### config.mk
export PLATFORM = sky130hd
export DESIGN_NAME = c8080_ctrl
export DESIGN_NICKNAME = d
export VERILOG_FILES = /design/src/rtl/c8080_pkg.sv /design/src/rtl/c8080_ctrl.sv
export SDC_FILE = /design/constraint.sdc
export NUM_CORES = 1
export LEC_CHECK = 0
export BUFFER_PORTS_ARGS = -buffer_cell sky130_fd_sc_hd__buf_2
export CAP_MARGIN = 20
export CORE_AREA = 2 2 39 41
export DETAILED_ROUTE_END_ITERATION = 12
export DIE_AREA = 0 0 41 43
export GPL_ROUTABILITY_DRIVEN = 0
export HOLD_SLACK_MARGIN = 0.03
export SYNTH_ARGS = -nofsm -noshare
export SYNTH_HDL_FRONTEND = slang
export SYNTH_SLANG_ARGS = --single-unit
### constraint.sdc
create_clock -name clk -period 3.04 [get_ports clk]
set_input_delay 0 -clock clk [delete_from_list [all_inputs] [get_ports clk]]
set_output_delay 0 -clock clk [all_outputs]
set_load 0.02 [all_outputs]
### src/rtl/c8080_pkg.sv
// c8080_pkg: shared types, codes and decode helpers for the 8080 subset step core.
// No dependencies; used by c8080_ctrl, c8080_dpath and cpu8080_subset_step_core.
`timescale 1ns / 1ps

package c8080_pkg;

	localparam int MEM_DEPTH_DEF = 65536;

	localparam logic [1:0] FN_EXEC  = 2'd0;
	localparam logic [1:0] FN_WRITE = 2'd1;
	localparam logic [1:0] FN_READ  = 2'd2;

	localparam logic [1:0] ST_OK    = 2'd0;
	localparam logic [1:0] ST_HALT  = 2'd1;
	localparam logic [1:0] ST_UNIMP = 2'd2;

	localparam logic [7:0] OP_HLT = 8'h76;

	// supported opcode map, bit n set when opcode n is implemented
	localparam logic [255:0] OP_OK = {
		32'hE7270B63, 32'h212F27EF, 32'hFFF193A1, 32'h21037B6F,
		32'hFFFD73F7, 32'h4B6F3FFF, 32'hF747E77B, 32'h7F3FF7FF
	};

	typedef struct packed {
		logic [1:0]  func;
		logic [15:0] addr;
		logic [7:0]  write_data;
	} item_t;

	typedef struct packed {
		logic [1:0]  status;
		logic [15:0] prog_counter;
		logic [15:0] stack_ptr;
		logic [7:0]  accum;
		logic [15:0] pair_bc;
		logic [15:0] pair_de;
		logic [15:0] pair_hl;
		logic [4:0]  flag_bits;
		logic [7:0]  read_data;
	} result_t;

	typedef enum logic [3:0] {
		CMD_NONE, CMD_TAKE, CMD_MEMWR, CMD_MEMRD, CMD_RDLAT,
		CMD_FOP, CMD_FB1, CMD_FB2, CMD_LATB2, CMD_UNIMP,
		CMD_RD0, CMD_RD1, CMD_RDL, CMD_EXEC, CMD_WRB
	} cmd_t;

	typedef struct packed {
		logic halted;
		logic unimpl;
		logic need_rd;
		logic need_wr2;
	} dp_stat_t;

	function automatic logic [1:0] op_len(input logic [7:0] op);
		logic [1:0] n;
		n = 2'd1;
		if (op < 8'h40) begin
			if (op[3:0] == 4'h1 || op == 8'h22 || op == 8'h2a || op == 8'h32 || op == 8'h3a)
				n = 2'd3;
			else if (op[2:0] == 3'd6)
				n = 2'd2;
		end else if (op >= 8'hc0) begin
			if (op[2:0] == 3'd6 || op == 8'hd3 || op == 8'hdb)
				n = 2'd2;
			else if (op[2:0] == 3'd2 || op[2:0] == 3'd4 || op == 8'hc3 || op == 8'hcd)
				n = 2'd3;
		end
		return n;
	endfunction

endpackage

### src/rtl/c8080_ctrl.sv
// c8080_ctrl: sequencer for one beat: memory write or read, or fetch, operand reads,
// execute, stack writes; each beat ends in a report. Depends on c8080_pkg.
`timescale 1ns / 1ps

module c8080_ctrl (
	input  logic                clk,
	input  logic                arst_n,
	input  logic                start,
	input  logic [1:0]          func,
	input  c8080_pkg::dp_stat_t st,
	output c8080_pkg::cmd_t     cmd,
	output logic                busy,
	output logic                done
);

	typedef enum logic [3:0] {
		S_IDLE, S_MEMWR, S_MEMRD, S_RDLAT, S_FOP, S_FB1, S_FB2, S_LATB2,
		S_DEC, S_RD0, S_RD1, S_RDL, S_EXEC, S_WRB, S_DONE
	} state_t;

	state_t state_q;
	logic   done_q;

	always_ff @(posedge clk or negedge arst_n) begin
		if (!arst_n) begin
			state_q <= S_IDLE;
			done_q  <= 1'b0;
		end else begin
			done_q <= 1'b0;
			unique case (state_q)
				S_IDLE: begin
					if (start) begin
						if (func == c8080_pkg::FN_EXEC && !st.halted) begin
							state_q <= S_FOP;
						end else if (func == c8080_pkg::FN_WRITE) begin
							state_q <= S_MEMWR;
						end else if (func == c8080_pkg::FN_READ) begin
							state_q <= S_MEMRD;
						end else begin
							state_q <= S_DONE;
							done_q  <= 1'b1;
						end
					end
				end
				S_MEMWR: begin
					state_q <= S_DONE;
					done_q  <= 1'b1;
				end
				S_MEMRD: state_q <= S_RDLAT;
				S_RDLAT: begin
					state_q <= S_DONE;
					done_q  <= 1'b1;
				end
				S_FOP:   state_q <= S_FB1;
				S_FB1:   state_q <= S_FB2;
				S_FB2:   state_q <= S_LATB2;
				S_LATB2: state_q <= S_DEC;
				S_DEC: begin
					if (st.unimpl) begin
						state_q <= S_DONE;
						done_q  <= 1'b1;
					end else if (st.need_rd) begin
						state_q <= S_RD0;
					end else begin
						state_q <= S_EXEC;
					end
				end
				S_RD0: state_q <= S_RD1;
				S_RD1: state_q <= S_RDL;
				S_RDL: state_q <= S_EXEC;
				S_EXEC: begin
					if (st.need_wr2) begin
						state_q <= S_WRB;
					end else begin
						state_q <= S_DONE;
						done_q  <= 1'b1;
					end
				end
				S_WRB: begin
					state_q <= S_DONE;
					done_q  <= 1'b1;
				end
				S_DONE:  state_q <= S_IDLE;
				default: state_q <= S_IDLE;
			endcase
		end
	end

	always_comb begin
		unique case (state_q)
			S_IDLE:  cmd = start ? c8080_pkg::CMD_TAKE : c8080_pkg::CMD_NONE;
			S_MEMWR: cmd = c8080_pkg::CMD_MEMWR;
			S_MEMRD: cmd = c8080_pkg::CMD_MEMRD;
			S_RDLAT: cmd = c8080_pkg::CMD_RDLAT;
			S_FOP:   cmd = c8080_pkg::CMD_FOP;
			S_FB1:   cmd = c8080_pkg::CMD_FB1;
			S_FB2:   cmd = c8080_pkg::CMD_FB2;
			S_LATB2: cmd = c8080_pkg::CMD_LATB2;
			S_DEC:   cmd = st.unimpl ? c8080_pkg::CMD_UNIMP : c8080_pkg::CMD_NONE;
			S_RD0:   cmd = c8080_pkg::CMD_RD0;
			S_RD1:   cmd = c8080_pkg::CMD_RD1;
			S_RDL:   cmd = c8080_pkg::CMD_RDL;
			S_EXEC:  cmd = c8080_pkg::CMD_EXEC;
			S_WRB:   cmd = c8080_pkg::CMD_WRB;
			default: cmd = c8080_pkg::CMD_NONE;
		endcase
	end

	assign busy = (state_q != S_IDLE);
	assign done = done_q;

`ifndef SYNTHESIS
	a_take_busy: assert property (@(posedge clk) disable iff (!arst_n)
		start && !busy |=> busy) else $error("accepted beat did not raise busy");
	a_done_pulse: assert property (@(posedge clk) disable iff (!arst_n)
		done |=> !done) else $error("result strobe longer than one cycle");
	a_done_free: assert property (@(posedge clk) disable iff (!arst_n)
		done |=> !busy) else $error("block not free after result");
	a_done_state: assert property (@(posedge clk) disable iff (!arst_n)
		done |-> state_q == S_DONE) else $error("strobe outside report state");
`endif

endmodule

# --- Word-level counts from Yosys, hierarchy flattened ---
# Index checks and enable logic that the tools add are counted.
totals:
  register_bits: 5
  word_cells: 42
op_classes:
  eq_ne: 16
  mux: 18
  n_reduce_logical: 6
op_table:
  columns: ["cell", "n"]
  rows:
  - ["one-hot mux 4 bit (14 select lines)", 1]
  - ["one-hot mux 4 bit (12 select lines)", 1]
  - ["== test 4 bit, second input constant", 6]
  - ["two-way mux 4 bit", 5]
  - ["== test 4 x 3 -> 1 bit, second input constant", 4]
  - ["== test 4 x 2 -> 1 bit, second input constant", 2]
  - ["two-way mux 1 bit", 7]
  - ["two-way mux 3 bit", 2]
  - ["== test 4 x 1 -> 1 bit, second input constant", 1]
  - ["zero test 4 bit", 1]
  - ["one-hot mux 1 bit (4 select lines)", 1]
  - ["nonzero test 4 bit", 1]
  - ["OR reduction 3 bit", 1]
  - ["== test 2 x 1 -> 1 bit, second input constant", 1]
  - ["== test 2 bit, second input constant", 1]
  - ["zero test 2 bit", 1]
  - ["two-way mux 2 bit", 1]
  - ["inequality test 2 bit, second input constant", 1]
  - ["logical AND 1 bit", 1]
  - ["zero test 1 bit", 1]

# --- Longest topological paths before layout ---
logic_depth:
  word_depth: 6
  depth_mapped: 6

# --- Least setup slack after synthesis ---
# OpenSTA, ideal clock, no wires.
synth_path:
  kind: "register to register"
  from: "reg state_q[1]"
  to: "reg state_q[3]"
  t_arrival_ns: 1.334
  path_slack_ns: 1.579
  stages_incl_launch_ff: 5
  path_cell_list: "dfrtp_1 or4_1 buf_2 o22ai_2 nor2_1"
synth_between:
  elab_chain_len: 3
  word_cells_on_any_way: 17
  cone_classes: "eq/ne (14); mux (1); reduce/logical (2)"
synth_lines:
  columns: ["item", "line", "source"]
  rows:
  - ["start, declared", "c8080_ctrl.sv:21", "state_t state_q;"]
  - ["start signal, assigned", "c8080_ctrl.sv:26", "state_q <= S_IDLE;"]
  - ["start signal, assigned", "c8080_ctrl.sv:34", "state_q <= S_FOP;"]
  - ["start signal, assigned", "c8080_ctrl.sv:36", "state_q <= S_MEMWR;"]
  - ["== test 4 bit (tied with other cells)", "c8080_ctrl.sv:30", "unique case (state_q)"]
  - ["OR reduction 3 bit (no source line)", null, null]
  - ["one-hot mux 4 bit (12 select lines)", "c8080_ctrl.sv:30", null]
# Several ways; a longest one is shown, not always the timed one.
# A chain may end at the register's enable or synchronous reset.

# --- Final worst setup path ---
layout_path:
  from: "reg state_q[1]"
  to: "reg done_q, in the netlist done"
layout_between:
  elab_chain_len: 3
  word_cells_on_any_way: 8
  cone_classes: "eq/ne (5); mux (1); reduce/logical (2)"
layout_lines:
  columns: ["item", "line", "source"]
  rows:
  - ["== test 4 bit (tied with other cells)", "c8080_ctrl.sv:30", null]
  - ["OR reduction 3 bit (no source line)", null, null]
  - ["one-hot mux 1 bit (4 select lines) (*)", "c8080_ctrl.sv:30", null]
  - ["end signal, assigned", "c8080_ctrl.sv:27", "done_q <= 1'b0;"]
  - ["end signal, assigned", "c8080_ctrl.sv:29", "done_q <= 1'b0;"]
  - ["end signal, assigned", "c8080_ctrl.sv:41", "done_q <= 1'b1;"]
  - ["end, declared", "c8080_ctrl.sv:22", "logic done_q;"]
# Every way passes the cells marked *; elsewhere a longest branch is shown, timed or not.

==> results.toml <==
[setup_path]
cp_max_fo = 13
crit_type = "register to register"
r2r-start = "state_q[1]$_DFFE_PN0P_"
cp.required_ns = 3.19
worstSetupEndpointType = "register"
r2r-end = "done$_DFF_PN0_"
cp-start-kind = "register"
critPathArrivalTime_ns = 1.88
reg2regPathDepth = 4
r2r_slack_ns = 1.31

[outcome]
status = "completed"

[clock_tree]
clock_latency_ns = 0.24
cts_tree = "yes"
cts_sinks = 5
htree_levels = 1
ctsLongestPathBuffers = 2
clk_root_buffer_cell = "clkbuf_4"
postCtsSetupRepairBufs = 0
clk_pin_slew_ns = 0.04
cts_made_buffers = 3
cts_resized = 0

[sta]
tns_ns = 0
fin_crit_sh_pct = 56.8
relSlewSlack_pct = 73.7
period_needed_ns = 1.73
fmaxAchievable_ghz = 0.580
setup_viol = 0
tightest_slew_ns = 0.394
grt_setup_unrepaired = "false"
skew_ns = 0.000935
hold_viol = 0
maxSlewViolCount = 0

[layout]
final_nets = 99
diodes = 0
syn_to_final_growth_pct = 20.1
layout-drive-gt1-share_pct = 25.6
final_area_um2 = 627
fin_util_pct = 45.3

[synthesis]
syn_inst = 72
ys_seq_area_share_pct = 24.0
synth_nets = 84
yosysUniqueCellTypes = 27
avgSynthCellArea_um2 = 7.25
yosys_warnings = 0
syn-cell-area_um2 = 522
ys_ff_latch = 5

[detailed_routing]
first_iter_violations = 17
wire_per_inst_um = 12.3
final_antenna_net_count = 0
vias = 563
route.detailed.drc = 0
routed_wl_mm = 1.25
vias_per_cell = 5.52
drt_pass1_iterations = 5

[floorplanning]
die_x_um = 41
ioPinCount = 15
num_rows = 14
dieHeight_um = 43
core-area_um2 = 1380
initial_core_util_pct = 37.7
die-area_um2 = 1760

[worst_hold_path]
min_from = "start"
min_path_type = "input pin to register"
whs_endpoint = "done$_DFF_PN0_"
hold_depth = 3

[global_routing]
grt_max_degree = 16
grt-ovfl-total = 0
grt_pass1_vias = 470
track_usage_pct = 17.0
grt_first_pass_wirelength_mm = 2.01
antenna_found_initial = 0

[pwr]
p_leak_nw = 0.284
ir_drop_uv = 382
p_per_area_nw_per_um2 = 1130

[placement]
place_area_um2 = 591
dp_hpwl_um = 933
io_buffers = 14

[flow_run]
drv_cap = 0
[registers in the layout, summed over array words and instances, names as in the netlist]
register / count
state_q: 4
done: 1
[power breakdown]
group	switching [W]	total, W	internal [W]
combinational	0.000261	0.000442	0.000181
clock	0.0000270	0.0000766	0.0000496
sequential	0.0000888	0.000190	0.000101
[per-stage QoR]
step / power, W / hold slack, ns / setup WS (ns) / cells
2_1_floorplan: 0.000522 / -0.296 / 1.58 / 72
3_3_place_gp: 0.000633 / -0.185 / 1.37 / 97
3_5_place_dp: 0.000628 / -0.183 / 1.34 / 97
4_1_cts: 0.000709 / 0.0599 / 1.33 / 102
5_1_grt: 0.000770 / 0.0741 / 1.24 / 102
6_report: 0.000708 / 0.0592 / 1.31 / 102
[cell type report]
cell class / count / area, um2
clock buffer: 4 / 26.3
tap: 16 / 20.0
sequential: 5 / 125
fill: 155 / 757
inverter: 4 / 15.0
multi-input combinational: 58 / 360
timing repair buffer: 15 / 80.1
[worst max-delay path: stages (launching register included)]
cell and delay [ns]:
dfrtp_1 0.51, or4_1 0.71, nor3_2 0.25, nand2_1 0.09
o211ai_1 0.08
[repair_timing]
| action | 4_1_cts | 5_1_grt |
|---|---|---|
| hold buffers | 1 | 0 |
| endpoints found under the hold margin | 5 | 0 |
| endpoints found under the setup margin | 0 | 0 |
[kinds of logic (layout without fill, tap and decap cells)]
group / after synthesis / count (layout) / synth area share, %
buffers and inverters: 9 / 23 / 6.95
DFF: 5 / 5 / 24.0
AOI/OAI and AO/OA: 21 / 21 / 25.9
and+or+nand+nor: 33 / 33 / 34.1
muxes: 1 / 1 / 1.92
adders and majority gates: 3 / 3 / 7.20
[cells in the final DEF, fill, tap and decap left out]
master	netlist	layout
a31oi_1	3	3
nor3_1	1	1
clkbuf_1	3	1
dlygate4sd3_1	0	1
nor2_1	9	9
nand3_1	1	1
mux2i_1	1	1
a221oi_1	1	1
or4_1	1	1
o211ai_1	2	2
nor2b_1	4	4
ha_1	3	3
a21oi_1	6	6
inv_2	1	1
dfrtp_1	5	5
nor3_2	2	2
nand4_1	2	2
a311oi_1	1	1
buf_2	2	14
o22ai_2	1	1
nand2b_1	6	6
a21oi_2	1	1
o21ai_0	3	3
nand2_1	5	5
o21ai_1	2	2
inv_1	3	3
a21o_1	1	1
clkbuf_4	0	3
or3_1	2	2
[worst max-delay path by stage]
stage	start	to	slack, ns	cells past startpoint
2_1_floorplan	state_q[1]$_DFFE_PN0P_	state_q[3]$_DFFE_PN0P_	1.58	4
3_3_place_gp	state_q[1]$_DFFE_PN0P_	done$_DFF_PN0_	1.37	4
3_5_place_dp	state_q[1]$_DFFE_PN0P_	done$_DFF_PN0_	1.34	4
4_1_cts	state_q[1]$_DFFE_PN0P_	done$_DFF_PN0_	1.33	4
5_1_grt	state_q[1]$_DFFE_PN0P_	state_q[0]$_DFFE_PN0P_	1.24	3
6_report	state_q[1]$_DFFE_PN0P_	done$_DFF_PN0_	1.31	4
[cell usage after synthesis (all sizes together)]
library cell	n	area share (%)
ha	3	7.2
nor3	3	4.8
a311oi	1	1.7
inv	4	2.9
nand4	2	2.4
dfrtp	5	24
a21oi	7	7.4
o22ai	1	2.4
a221oi	1	1.7
a31oi	3	3.6
o21ai	5	4.8
clkbuf	3	2.2
nor2b	4	4.8
o211ai	2	2.9
nand2b	6	7.2
or3	2	2.4
nor2	9	6.5
or4	1	1.4
nand3	1	0.96
a21o	1	1.4
mux2i	1	1.9
nand2	5	3.6
buf	2	1.9
[per-layer routing]
metal  GRT usage [%]  up-vias  wire length, um
met4            8.00        0               11
met3            4.71        2               63
met2            25.3       22              666
met5               0        -                0
met1            21.7      253              509
li1                -      286                -
No activity file was read; power rests on OpenSTA's default activity.
